[config.mk]
export PLATFORM = sky130hd
export DESIGN_NAME = hpca_ctrl
export DESIGN_NICKNAME = d
export VERILOG_FILES = /design/src/rtl/core/hpca_pkg.sv /design/src/rtl/core/hpca_ctrl.sv
export SDC_FILE = /design/constraint.sdc
export NUM_CORES = 1
export LEC_CHECK = 0
export BUFFER_PORTS_ARGS = -buffer_cell sky130_fd_sc_hd__buf_4
export CORE_MARGIN = 3
export CORE_UTILIZATION = 50
export CTS_CLUSTER_SIZE = 8
export DETAILED_ROUTE_END_ITERATION = 6
export PLACE_DENSITY_LB_ADDON = 0.15
export SYNTH_ARGS = -nofsm -noshare
export SYNTH_HDL_FRONTEND = slang
export SYNTH_SLANG_ARGS = --single-unit
[constraint.sdc]
create_clock -name clk -period 4.01 [get_ports clk]
set_input_delay 0.802 -clock clk [delete_from_list [all_inputs] [get_ports clk]]
set_output_delay 0.802 -clock clk [all_outputs]
set_load 0.01 [all_outputs]
[src/rtl/core/hpca_pkg.sv]
`timescale 1ns / 1ps
// ----------------------------------------------------------------------------
// hpca_pkg: shared types and constants of the chunk slot allocator
// Holds the transfer payload types, the mode and status codes, the slot
// word layout and the command and status bundles between control and datapath.
// ----------------------------------------------------------------------------
package hpca_pkg;

  // Fixed field widths.
  localparam int KEY_W    = 64;
  localparam int MODE_W   = 2;
  localparam int STATUS_W = 2;
  localparam int INDEX_W  = 8;
  localparam int OFFSET_W = 20;
  localparam int CFG_W    = 9;

  // Every byte offset starts past a fixed header.
  localparam int HEADER_BYTES = 16;

  // Request modes.
  localparam logic [MODE_W-1:0] MODE_RESERVE = 2'd0;
  localparam logic [MODE_W-1:0] MODE_LOOKUP  = 2'd1;
  localparam logic [MODE_W-1:0] MODE_EVICT   = 2'd2;

  // Response status codes.
  localparam logic [STATUS_W-1:0] ST_OK        = 2'd0;
  localparam logic [STATUS_W-1:0] ST_FULL      = 2'd1;
  localparam logic [STATUS_W-1:0] ST_NOT_FOUND = 2'd2;

  // Request payload.
  typedef struct packed {
    logic [MODE_W-1:0] mode;
    logic [KEY_W-1:0]  number;
  } req_t;

  // Response payload.
  typedef struct packed {
    logic [STATUS_W-1:0] status;
    logic [INDEX_W-1:0]  slot_index;
    logic [OFFSET_W-1:0] byte_offset;
  } rsp_t;

  // One word of slot memory: used bit, live-mapping bit and owner key.
  typedef struct packed {
    logic             used;
    logic             valid;
    logic [KEY_W-1:0] owner;
  } slot_t;

  localparam int SLOT_W = $bits(slot_t);

  // Which result the datapath records.
  typedef enum logic [1:0] {
    RES_NEW  = 2'd0,
    RES_KEY  = 2'd1,
    RES_FULL = 2'd2,
    RES_MISS = 2'd3
  } res_sel_t;

  // Commands from the controller to the datapath.
  typedef struct packed {
    logic     clear;
    logic     load;
    logic     mod_step;
    logic     scan_step;
    logic     drop;
    logic     commit;
    logic     evict;
    logic     res_load;
    res_sel_t res_sel;
    logic     push;
  } cmd_t;

  // Status from the datapath to the controller.
  typedef struct packed {
    logic is_reserve;
    logic is_lookup;
    logic is_evict;
    logic free_zero;
    logic mod_last;
    logic scan_done;
    logic key_found;
    logic free_found;
    logic clr_last;
    logic out_free;
  } stat_t;

endpackage

[src/rtl/core/hpca_ctrl.sv]
`timescale 1ns / 1ps
// ----------------------------------------------------------------------------
// hpca_ctrl: allocator controller
// Sequences the clearing pass, request capture, modulo, slot scan, memory
// update and response hand-off through command and status bundles.
// ----------------------------------------------------------------------------
module hpca_ctrl (
  input  logic            clk,
  input  logic            rst,
  input  logic            req_valid,
  output logic            req_ready,
  input  logic            cfg_we,
  input  hpca_pkg::stat_t stat,
  output hpca_pkg::cmd_t  cmd
);

  typedef enum logic [7:0] {
    ST_CLEAR  = 8'b0000_0001,
    ST_IDLE   = 8'b0000_0010,
    ST_DECIDE = 8'b0000_0100,
    ST_MOD    = 8'b0000_1000,
    ST_SCAN   = 8'b0001_0000,
    ST_APPLY  = 8'b0010_0000,
    ST_COMMIT = 8'b0100_0000,
    ST_RESP   = 8'b1000_0000
  } state_t;

  state_t state;
  state_t state_next;

  always_ff @(posedge clk) begin
    if (rst) begin
      state <= ST_CLEAR;
    end else begin
      state <= state_next;
    end
  end

  assign req_ready = (state == ST_IDLE) && !cfg_we;

  // Next state and command decode.
  always_comb begin
    state_next  = state;
    cmd         = '0;
    cmd.res_sel = hpca_pkg::RES_MISS;
    unique case (state)
      ST_CLEAR: begin
        cmd.clear = 1'b1;
        if (stat.clr_last) begin
          state_next = ST_IDLE;
        end
      end
      ST_IDLE: begin
        if (req_valid && req_ready) begin
          cmd.load   = 1'b1;
          state_next = ST_DECIDE;
        end
      end
      ST_DECIDE: begin
        if (stat.is_reserve) begin
          if (stat.free_zero) begin
            cmd.res_load = 1'b1;
            cmd.res_sel  = hpca_pkg::RES_FULL;
            state_next   = ST_RESP;
          end else begin
            state_next = ST_MOD;
          end
        end else if (stat.is_lookup || stat.is_evict) begin
          state_next = ST_SCAN;
        end else begin
          cmd.res_load = 1'b1;
          cmd.res_sel  = hpca_pkg::RES_MISS;
          state_next   = ST_RESP;
        end
      end
      ST_MOD: begin
        cmd.mod_step = 1'b1;
        if (stat.mod_last) begin
          state_next = ST_SCAN;
        end
      end
      ST_SCAN: begin
        cmd.scan_step = 1'b1;
        if (stat.scan_done) begin
          state_next = ST_APPLY;
        end
      end
      ST_APPLY: begin
        if (stat.is_reserve) begin
          if (!stat.free_found) begin
            cmd.res_load = 1'b1;
            cmd.res_sel  = hpca_pkg::RES_FULL;
            state_next   = ST_RESP;
          end else begin
            // An older mapping of the key loses its live bit; the slot stays used.
            cmd.drop   = stat.key_found;
            state_next = ST_COMMIT;
          end
        end else if (stat.key_found) begin
          cmd.evict    = stat.is_evict;
          cmd.res_load = 1'b1;
          cmd.res_sel  = hpca_pkg::RES_KEY;
          state_next   = ST_RESP;
        end else begin
          cmd.res_load = 1'b1;
          cmd.res_sel  = hpca_pkg::RES_MISS;
          state_next   = ST_RESP;
        end
      end
      ST_COMMIT: begin
        cmd.commit   = 1'b1;
        cmd.res_load = 1'b1;
        cmd.res_sel  = hpca_pkg::RES_NEW;
        state_next   = ST_RESP;
      end
      ST_RESP: begin
        if (stat.out_free) begin
          cmd.push   = 1'b1;
          state_next = ST_IDLE;
        end
      end
      default: begin
        state_next = ST_CLEAR;
      end
    endcase
    // A count write starts a fresh clearing pass.
    if (cfg_we) begin
      state_next = ST_CLEAR;
    end
  end

  // Only one source writes the slot memory in a cycle.
  a_one_writer: assert property (@(posedge clk) disable iff (rst)
    $onehot0({cmd.clear, cmd.drop, cmd.commit, cmd.evict}))
    else $error("more than one slot memory writer");

  // A captured request is decided in the following cycle.
  a_load_decide: assert property (@(posedge clk) disable iff (rst)
    cmd.load |=> (state == ST_DECIDE))
    else $error("request capture not followed by decode");

  // Handing off a response returns the controller to idle.
  a_push_idle: assert property (@(posedge clk) disable iff (rst)
    (cmd.push && !cfg_we) |=> (state == ST_IDLE))
    else $error("response hand-off did not return to idle");

endmodule

==> results of run 1 <==
path summary, 6_finish.rpt:
| kind | startpoint | end | slack [ns] | cells after the start |
|---|---|---|---|---|
| worst max-delay path | state[7]$_SDFFE_PP0P_ | cmd[1] | 0.92 | 5 |
| worst min register to register | state[2]$_SDFFE_PP0P_ | state[4]$_SDFFE_PP0P_ | 0.69 | 2 |
| worst min-delay path | state[2]$_SDFFE_PP0P_ | state[4]$_SDFFE_PP0P_ | 0.69 | 2 |
| worst max register to register | state[7]$_SDFFE_PP0P_ | state[4]$_SDFFE_PP0P_ | 1.91 | 4 |
area by class of cell:
cell class | instances | area [µm²] | share of cell area
well taps | 14 | 17.5 | 0.0202
repair buffers | 25 | 188 | 0.216
multi-input cells | 73 | 454 | 0.523
flip-flops and latches | 8 | 160 | 0.184
inverters | 7 | 26.3 | 0.0303
clock buffers | 3 | 22.5 | 0.0259
routing by layer:
layer,share of wire,vias to the layer above,track usage
li1,-,397,-
met1,0.44,369,0.266
met2,0.45,50,0.337
met3,0.10,3,0.0429
met4,0.014,0,0.0994
met5,0,-,0
Yosys cell counts, drive strengths merged (2+ instances only):
library cell  instances  area share
nor4b                 2       0.026
o41ai                 2       0.026
nor3b                 3       0.034
nor4                  5       0.047
nand2                 5       0.028
nand2b                6       0.056
buf                   2       0.024
or4                   7       0.090
a21oi                 4       0.030
nor3                  6       0.045
nand3                 3       0.022
nor2                 12       0.067
o21ai                 2       0.015
inv                   7       0.039
o211ai                3       0.034
clkbuf                3       0.017
dfxtp                 8        0.24
cell families (layout without fill, tap and decap cells):
kind of cell	Yosys count	count (layout)	share of synthesized area
AND/OR/NAND/NOR	53	53	0.457
AO/OA/AOI/OAI	18	18	0.195
buffers and inverters	12	35	0.0805
flip-flops	8	8	0.240
XOR/XNOR	1	1	0.0131
multiplexers	1	1	0.0150
critical path: cells and delay by family, from the launching register on:
kind	cells	cell delay [ns]
AOI/OAI and AO/OA	2	0.27
DFF	1	0.40
and+or+nand+nor	2	1.17
buffers and inverters	1	0.17
power groups by stage:
stage | clock (mW) | sequential [mW] | combinational (mW)
after floorplan | 0 | 0.0844 | 0.0243
after global routing | 0.0730 | 0.0861 | 0.0447
final | 0.0703 | 0.0858 | 0.0404
after CTS | 0.0700 | 0.0856 | 0.0401
after global placement | 0 | 0.0872 | 0.0391
after detailed placement | 0 | 0.0874 | 0.0398
placed cells by master (no fill, tap or decap), types with 2 or more instances in the layout:
cell type  count
nor2_1        12
nand2_1        5
nor4b_1        2
or4_1          5
nor3b_1        3
o211ai_1       3
nor3_1         6
nand3_1        3
a21oi_1        4
nor4_1         5
buf_4         25
nand2b_1       6
or4_4          2
inv_1          7
o21ai_0        2
clkbuf_4       3
o41ai_1        2
dfxtp_1        8
metrics by stage:
| stage | utilization | power [mW] |
|---|---|---|
| 2_1_floorplan | - | 0.109 |
| 3_3_place_gp | 0.722 | 0.126 |
| 3_5_place_dp | 0.722 | 0.127 |
| 4_1_cts | 0.741 | 0.196 |
| 5_1_grt | 0.741 | 0.204 |
| 6_report | 0.741 | 0.197 |
==> reports/qor.csv, run 1 <==
stage,metric,value,unit
yosys,synth_edf_count,0,
power,swShare,0.306,
drt,vias,819,
drt,drt-total-wl,1.85,mm
clocking,clk_latency,0.27,ns
clocking,cts_setup_buffers,0,
yosys,ys_ff_latch,8,
power,p_clk_frac,0.358,
yosys,async_flop_share,0,
finish,top_register,state,
die,rows,12,
critical_path,worstPathRequired,3.21,ns
timing,setup_viol_count_final,0,
timing,final_hold_viol_count,0,
timing,slew_viol_final,0,
critical_path,crit_chain,or4_4 > nor4_1 > a32o_1 > a21oi_1 > buf_4,
power,pwr-share-seq,0.437,
yosys,ys_types,32,
die,io_pins,26,
clocking,cts_buffer_depth,2,
grt,antenna_found_initial,0,
drt,avgRoutedWirePerCell,14.2,µm
drt,drt.antenna.violating_nets,0,
finish,drive_gt1_frac,0.267,
critical_path,worst_ep_arrival_time,2.29,ns
power,switchingPower,60.1,µW
clocking,ctsHoldBuffers,0,
yosys,ys.warnings.count,0,
finish,syn_to_final_growth,30.0,%
clocking,cts-htree-levels,1,
yosys,synth_ff_type,dfxtp_1,
timing,post-route-min-period,3.09,ns
job,maxCapViolCount,0,
finish,fin_cells,130,
yosys,synth_fp_nets,107,
clocking,cts.sinks,8,
critical_path,cp-end-kind,output port,
power,p_comb_frac,0.206,
grt,grt_overflow,0,
die,die_h,42.6,µm
power,power.static_leakage,0.372,nW
placement,postPlaceCellArea,846,µm²
clocking,cts_resized,0,
finish,largest_reg_flops,8,
yosys,syn_area,668,µm²
critical_path,crit_path_max_incr_delay,0.59,ns
outcome,status,completed,
die,die_w,42.6,µm
drt,drc,0,
grt,grt_pass1_wl,2.99,mm
drt,firstDrtPassIters,4,
yosys,synth_seq_area_share,0.240,
finish,top_regs,state (8),
worst_hold_path,hp-class,reg2reg,
placement,place_ws,1.27,ns
timing,finalWorstSetupSlack,0.919,ns
clocking,cts_tree,built,
critical_path,critical_path_class,reg2out,
finish,num-fill-cells,100,
clocking,cts_made_buffers,3,
critical_path,cp-start-kind,flop,
finish,diodes,0,
clocking,cts_root_buf,clkbuf_4,
drt,vias_per_cell,6.30,
timing,hold_slack,0.694,ns
power,internal_power,136,µW
timing,min_period_over_period,0.771,
timing,fin_skew,0.00877,ns
critical_path,crit_fanout,10,
drt,drtIter0Drc,22,
timing,worstMarginPinSlew,0.665,ns
grt,track_usage,0.211,
finish,stdcell_area,868,µm²
yosys,synth_area_per_cell,7.18,µm²
power,ir_drop,0.123,mV
placement,gp_congestion,0.886,
critical_path,critPathSlowestCell,or4_4,
placement,dpl.cell_count,127,
grt,grt_max_degree,15,
clocking,clkTransAtPathRegs,0.07,ns
die,initial_core_util,0.571,
die,core_area,1170,µm²
placement,dpl.hpwl,1.39,mm
finish,nNetsFinal,132,
timing,slew_headroom,0.553,
timing,rsz0062_at_grt,false,
grt,grt_pass1_vias,731,
timing,setup_tns,0,ns
placement,io_buffers,25,
die,die-area,1810,µm²
power,cellPowerDensity,226,nW/µm²
yosys,synthCells,93,
timing,max_freq,0.323,GHz
No activity file was read; power rests on OpenSTA's default activity.
==> run 2, diff against run 1 <==
--- a/config.mk
+++ b/config.mk
@@ -7,7 +7,7 @@
 export LEC_CHECK = 0
 export BUFFER_PORTS_ARGS = -buffer_cell sky130_fd_sc_hd__buf_4
 export CORE_MARGIN = 3
-export CORE_UTILIZATION = 50
+export CORE_UTILIZATION = 42
 export CTS_CLUSTER_SIZE = 8
 export DETAILED_ROUTE_END_ITERATION = 6
 export PLACE_DENSITY_LB_ADDON = 0.15
==> constraint.sdc (replaced) <==
create_clock -name clk -period 2.8 [get_ports clk]
set_input_delay 0.56 -clock clk [delete_from_list [all_inputs] [get_ports clk]]
set_output_delay 0.56 -clock clk [all_outputs]
set_load 0.01 [all_outputs]
==> run 2 against run 1 <==
Critical path type unchanged. Largest cell class unchanged. Critical path depth is the same. Via count shrank 2.3%. Power increased by 36%. Final area up 1.7%.
==> reports/qor.csv, run 2 (synthesized netlist as in run 1, its figures left out) <==
stage,metric,value,unit
outcome,status,completed,
grt,antenna_found_initial,0,
die,die_w,45.9,µm
finish,final_cell_mix,"buf_4, nor2_1, dfxtp_1, inv_1",
job,maxCapViolCount,0,
timing,min_period_over_period,0.929,
critical_path,cp-end-kind,output port,
worst_hold_path,hp-class,in2reg,
critical_path,worstPathRequired,2.24,ns
finish,top_regs,state (8),
grt,grt_pass1_wl,3.23,mm
clocking,clkTransAtPathRegs,0.05,ns
critical_path,crit_fanout,10,
finish,top_register,state,
die,die-area,2110,µm²
drt,drt-total-wl,1.90,mm
finish,syn_to_final_growth,32.2,%
drt,drtIter0Drc,27,
drt,drc,0,
timing,setup_tns,0,ns
critical_path,cp-start-kind,flop,
timing,setup_viol_count_final,0,
clocking,clk_latency,0.25,ns
finish,final_common_cell,buf_4,
die,rows,13,
drt,drt.antenna.violating_nets,0,
drt,vias_per_cell,6.06,
die,die_h,45.9,µm
clocking,cts-htree-levels,1,
drt,vias,800,
critical_path,r2r_slack,0.71,ns
power,cellPowerDensity,301,nW/µm²
placement,dpl.cell_count,129,
grt,track_usage,0.208,
clocking,cts.sinks,8,
timing,final_hold_viol_count,0,
critical_path,worst_ep_arrival_time,2.04,ns
clocking,cts_tree,built,
placement,gp_congestion,0.829,
timing,max_freq,0.385,GHz
placement,dpl.hpwl,1.50,mm
clocking,ctsHoldBuffers,0,
power,ir_drop,0.209,mV
timing,post-route-min-period,2.60,ns
power,power.static_leakage,0.377,nW
critical_path,critical_path_class,reg2out,
worst_hold_path,worstHoldPathCells,2,
grt,grt_overflow,0,
clocking,cts_setup_buffers,0,
clocking,cts_buffer_depth,2,
drt,firstDrtPassIters,4,
finish,diodes,0,
finish,num-fill-cells,131,
finish,drive_gt1_frac,0.282,
timing,fin_skew,0.00268,ns
die,initial_core_util,0.478,
finish,fin_cells,132,
critical_path,r2r_cells,4,
timing,slew_headroom,0.645,
die,io_pins,26,
placement,io_buffers,25,
grt,grt_pass1_vias,740,
die,core_area,1400,µm²
finish,nNetsFinal,133,
clocking,cts_resized,0,
drt,avgRoutedWirePerCell,14.4,µm
clocking,cts_made_buffers,3,
timing,worstMarginPinSlew,0.528,ns
grt,grt_max_degree,15,
timing,slew_viol_final,0,
finish,largest_reg_flops,8,
clocking,cts_root_buf,clkbuf_4,
timing,rsz0062_at_grt,false,
run 2: per-layer routing:
metal,GRT usage,share of wire,vias up
li1,-,-,405
met1,0.285,0.46,362
met2,0.313,0.46,31
met3,0.0316,0.068,2
met4,0.0966,0.0047,0
met5,0,0,-
run 2: layout make-up:
type                            count  area, µm²  area share
Sequential cell                     8        160       0.181
Tap cell                           15       18.8      0.0212
Timing Repair Buffer               26        195       0.221
Clock buffer                        3       22.5      0.0255
Inverter                            7       26.3      0.0297
Multi-Input combinational cell     73        460       0.521
run 2: final timing paths:
check	start	to
worst max-delay path	state[7]$_SDFFE_PP0P_	cmd[1]
worst min-delay path	rst	state[2]$_SDFFE_PP0P_
worst max register to register	state[7]$_SDFFE_PP0P_	state[4]$_SDFFE_PP0P_
worst min register to register	state[6]$_SDFFE_PP0P_	state[5]$_SDFFE_PP0P_
run 2: worst max-delay path, cell delays in order, from the launching register on:
cell	delay [ns]
dfxtp_1	0.39
or4_4	0.59
nor4_2	0.41
a32o_1	0.18
a21oi_1	0.06
buf_4	0.17
run 2: power breakdown:
part | switching (mW) | internal (mW)
Clock | 0.0355 | 0.0488
Combinational | 0.0292 | 0.0304
Sequential | 0.00569 | 0.117
Total | 0.0704 | 0.196
run 2: through the flow:
step	util	power (mW)	setup slack (ns)	hold WS (ns)	cell area [µm²]
2_1_floorplan	-	0.156	0.537	0.576	668
3_3_place_gp	0.611	0.183	0.357	0.665	855
3_5_place_dp	0.611	0.184	0.314	0.681	855
4_1_cts	0.627	0.268	0.0264	0.496	877
5_1_grt	0.631	0.290	0.0308	0.494	883
6_report	0.631	0.266	0.200	0.500	883
==> run 3, diff against run 2 <==
--- a/config.mk
+++ b/config.mk
@@ -5,9 +5,10 @@
 export SDC_FILE = /design/constraint.sdc
 export NUM_CORES = 1
 export LEC_CHECK = 0
+export ABC_AREA = 1
 export BUFFER_PORTS_ARGS = -buffer_cell sky130_fd_sc_hd__buf_4
 export CORE_MARGIN = 3
-export CORE_UTILIZATION = 42
+export CORE_UTILIZATION = 43
 export CTS_CLUSTER_SIZE = 8
 export DETAILED_ROUTE_END_ITERATION = 6
 export PLACE_DENSITY_LB_ADDON = 0.15
==> run 3 against run 2 <==
Combinational power grew 57%. Final area grew 4.7%. Setup slack gained 0.49 ns. First-iteration DRC count shrank 19%. Highest routed layer unchanged. Sequential share of layout area shrank 0.81 points. Critical path depth grew 2. Global-route usage shrank 2.1 points. Via count shrank 1.8%.
==> reports/qor.csv, run 3 <==
stage,metric,value,unit
clocking,cts_root_buf,clkbuf_4,
finish,top_regs,state (8),
yosys,yosysTopAreaCell,dfxtp_1,
timing,slew_viol_final,0,
yosys,synthCells,112,
clocking,cts_buffer_depth,2,
yosys,ys_ff_latch,8,
drt,drc,0,
yosys,ys.warnings.count,0,
timing,finalWorstSetupSlack,0.692,ns
critical_path,crit_path_max_incr_delay,0.33,ns
drt,drt-total-wl,1.77,mm
timing,min_period_over_period,0.753,
finish,seqCellArea,160,µm²
placement,place_ws,1.01,ns
die,die_h,46.2,µm
yosys,async_flop_share,0,
timing,post-route-min-period,2.11,ns
drt,drt.antenna.violating_nets,0,
power,ir_drop,0.219,mV
grt,grt_overflow,0,
die,die_w,46.2,µm
timing,fin_skew,0.0124,ns
finish,drive_gt1_frac,0.357,
die,io_pins,26,
timing,setup_tns,0,ns
yosys,synth_area_per_cell,6.21,µm²
die,die-area,2140,µm²
critical_path,worst_ep_arrival_time,1.55,ns
finish,syn_to_final_growth,32.9,%
finish,num-fill-cells,137,
critical_path,cp-end-kind,output port,
power,cellPowerDensity,338,nW/µm²
yosys,synth_edf_count,0,
power,p_total,312,µW
critical_path,crit_fanout,6,
yosys,synth_area_leaders,"dfxtp_1, nand2_1, inv_1, nor2_1, nand3_1",
job,maxCapViolCount,0,
worst_hold_path,hp-class,in2reg,
finish,multiInputGateArea,439,µm²
grt,grt_pass1_vias,750,
timing,final_hold_viol_count,0,
critical_path,cp-start-kind,flop,
yosys,synth_commonest_cells,"nand2_1, inv_1, nor2_1",
yosys,yosysMostFrequentCell,nand2_1,
grt,antenna_found_initial,0,
timing,max_freq,0.474,GHz
finish,top_register,state,
drt,avgRoutedWirePerCell,11.4,µm
grt,grt_max_degree,7,
finish,largest_reg_flops,8,
timing,setup_viol_count_final,0,
yosys,synth_ff_type,dfxtp_1,
finish,diodes,0,
yosys,syn_area,696,µm²
drt,drtIter0Drc,22,
outcome,status,completed,
critical_path,critical_path_class,reg2out,
clocking,clkTransAtPathRegs,0.07,ns
clocking,cts_made_buffers,3,
placement,io_buffers,25,
critical_path,crit_chain,inv_2 > nand2_2 > nor2_4 > nand4_1 > nand2_1 > o211ai_1 > buf_4,
clocking,clk_latency,0.27,ns
placement,dpl.hpwl,1.48,mm
timing,worstMarginPinSlew,0.355,ns
drt,firstDrtPassIters,4,
finish,final_cell_mix,"buf_4, nand2_1, inv_1, nor2_1",
grt,track_usage,0.187,
finish,nNetsFinal,156,
yosys,ys_types,25,
clocking,ctsHoldBuffers,0,
drt,vias,786,
yosys,synth_fp_nets,126,
clocking,cts.sinks,8,
critical_path,worstPathRequired,2.24,ns
grt,grt_pass1_wl,2.86,mm
clocking,cts_resized,0,
timing,rsz0062_at_grt,false,
die,core_area,1400,µm²
critical_path,critPathSlowestCell,dfxtp_1,
drt,vias_per_cell,5.07,
clocking,cts-htree-levels,1,
yosys,synth_seq_area_share,0.230,
die,initial_core_util,0.497,
finish,final_common_cell,buf_4,
clocking,cts_setup_buffers,0,
placement,gp_congestion,0.868,
clocking,cts_tree,built,
yosys,yosysTopAreaCellShare,0.230,
timing,slew_headroom,0.763,
power,power.static_leakage,0.500,nW
die,rows,13,
[run 3: changes by cell type in the layout (fill, tap and decap cells not counted), moves of 3 or more]
cell / previous run / this run
nor3b_1: 3 / 0
or4_1: 5 / 0
nand3_1: 3 / 8
nor2_2: 0 / 5
nor2_1: 12 / 17
inv_2: 0 / 4
nor3_1: 6 / 2
nor4_1: 4 / 1
inv_1: 7 / 20
nand2_2: 0 / 4
nand2_1: 5 / 21
nand2b_1: 6 / 0
[run 3: power by group]
part | total [mW] | internal [mW] | switching [mW]
clock | 0.0974 | 0.0496 | 0.0478
combinational | 0.0938 | 0.0394 | 0.0543
sequential | 0.121 | 0.118 | 0.00303
[run 3: stage by stage]
| stage | instances | cell area, µm² | util | hold WS [ns] |
|---|---|---|---|---|
| finish | 155 | 925 | 0.661 | 0.532 |
| global route | 155 | 925 | 0.661 | 0.553 |
| CTS | 155 | 925 | 0.661 | 0.546 |
| detailed placement | 152 | 902 | 0.645 | 0.551 |
| global placement | 152 | 902 | 0.645 | 0.555 |
| floorplan | 112 | 696 | - | 0.526 |
[run 3: worst paths after layout]
| path | start | endpoint | slack [ns] | depth (start not counted) |
|---|---|---|---|---|
| max reg2reg | state[3]$_SDFFE_PP0P_ | state[3]$_SDFFE_PP0P_ | 1.42 | 10 |
| max | state[3]$_SDFFE_PP0P_ | cmd[1] | 0.69 | 7 |
| min reg2reg | state[4]$_SDFFE_PP0P_ | state[4]$_SDFFE_PP0P_ | 0.56 | 2 |
| min | req_valid | state[2]$_SDFFE_PP0P_ | 0.53 | 3 |
[run 3: worst max-delay path: cells and delay by family, from the launching register on]
| family | cells | cell delay (ns) |
|---|---|---|
| compound gates | 1 | 0.10 |
| buf+inv | 2 | 0.23 |
| flops | 1 | 0.33 |
| simple gates | 4 | 0.60 |
[run 3: cell type report]
cell class / count / area share
flip-flops and latches: 8 / 0.173
inverters: 25 / 0.104
well taps: 15 / 0.0203
clock buffers: 3 / 0.0244
repair buffers: 25 / 0.203
multi-input cells: 79 / 0.475
[run 3: cell families (layout without fill, tap and decap cells)]
logic type / count (synthesis) / count (layout) / share of synthesized area
compound gates: 10 / 10 / 0.0953
buf+inv: 25 / 53 / 0.138
simple gates: 69 / 69 / 0.536
flops: 8 / 8 / 0.230
[run 3: per-layer routing]
layer | GRT usage | wire [µm] | part of all wire | up-vias
met5 | 0 | 0 | 0 | -
met4 | 0.102 | 28 | 0.016 | 0
met3 | 0.0469 | 173 | 0.098 | 5
met2 | 0.299 | 789 | 0.45 | 40
met1 | 0.225 | 774 | 0.44 | 334
li1 | - | - | - | 407
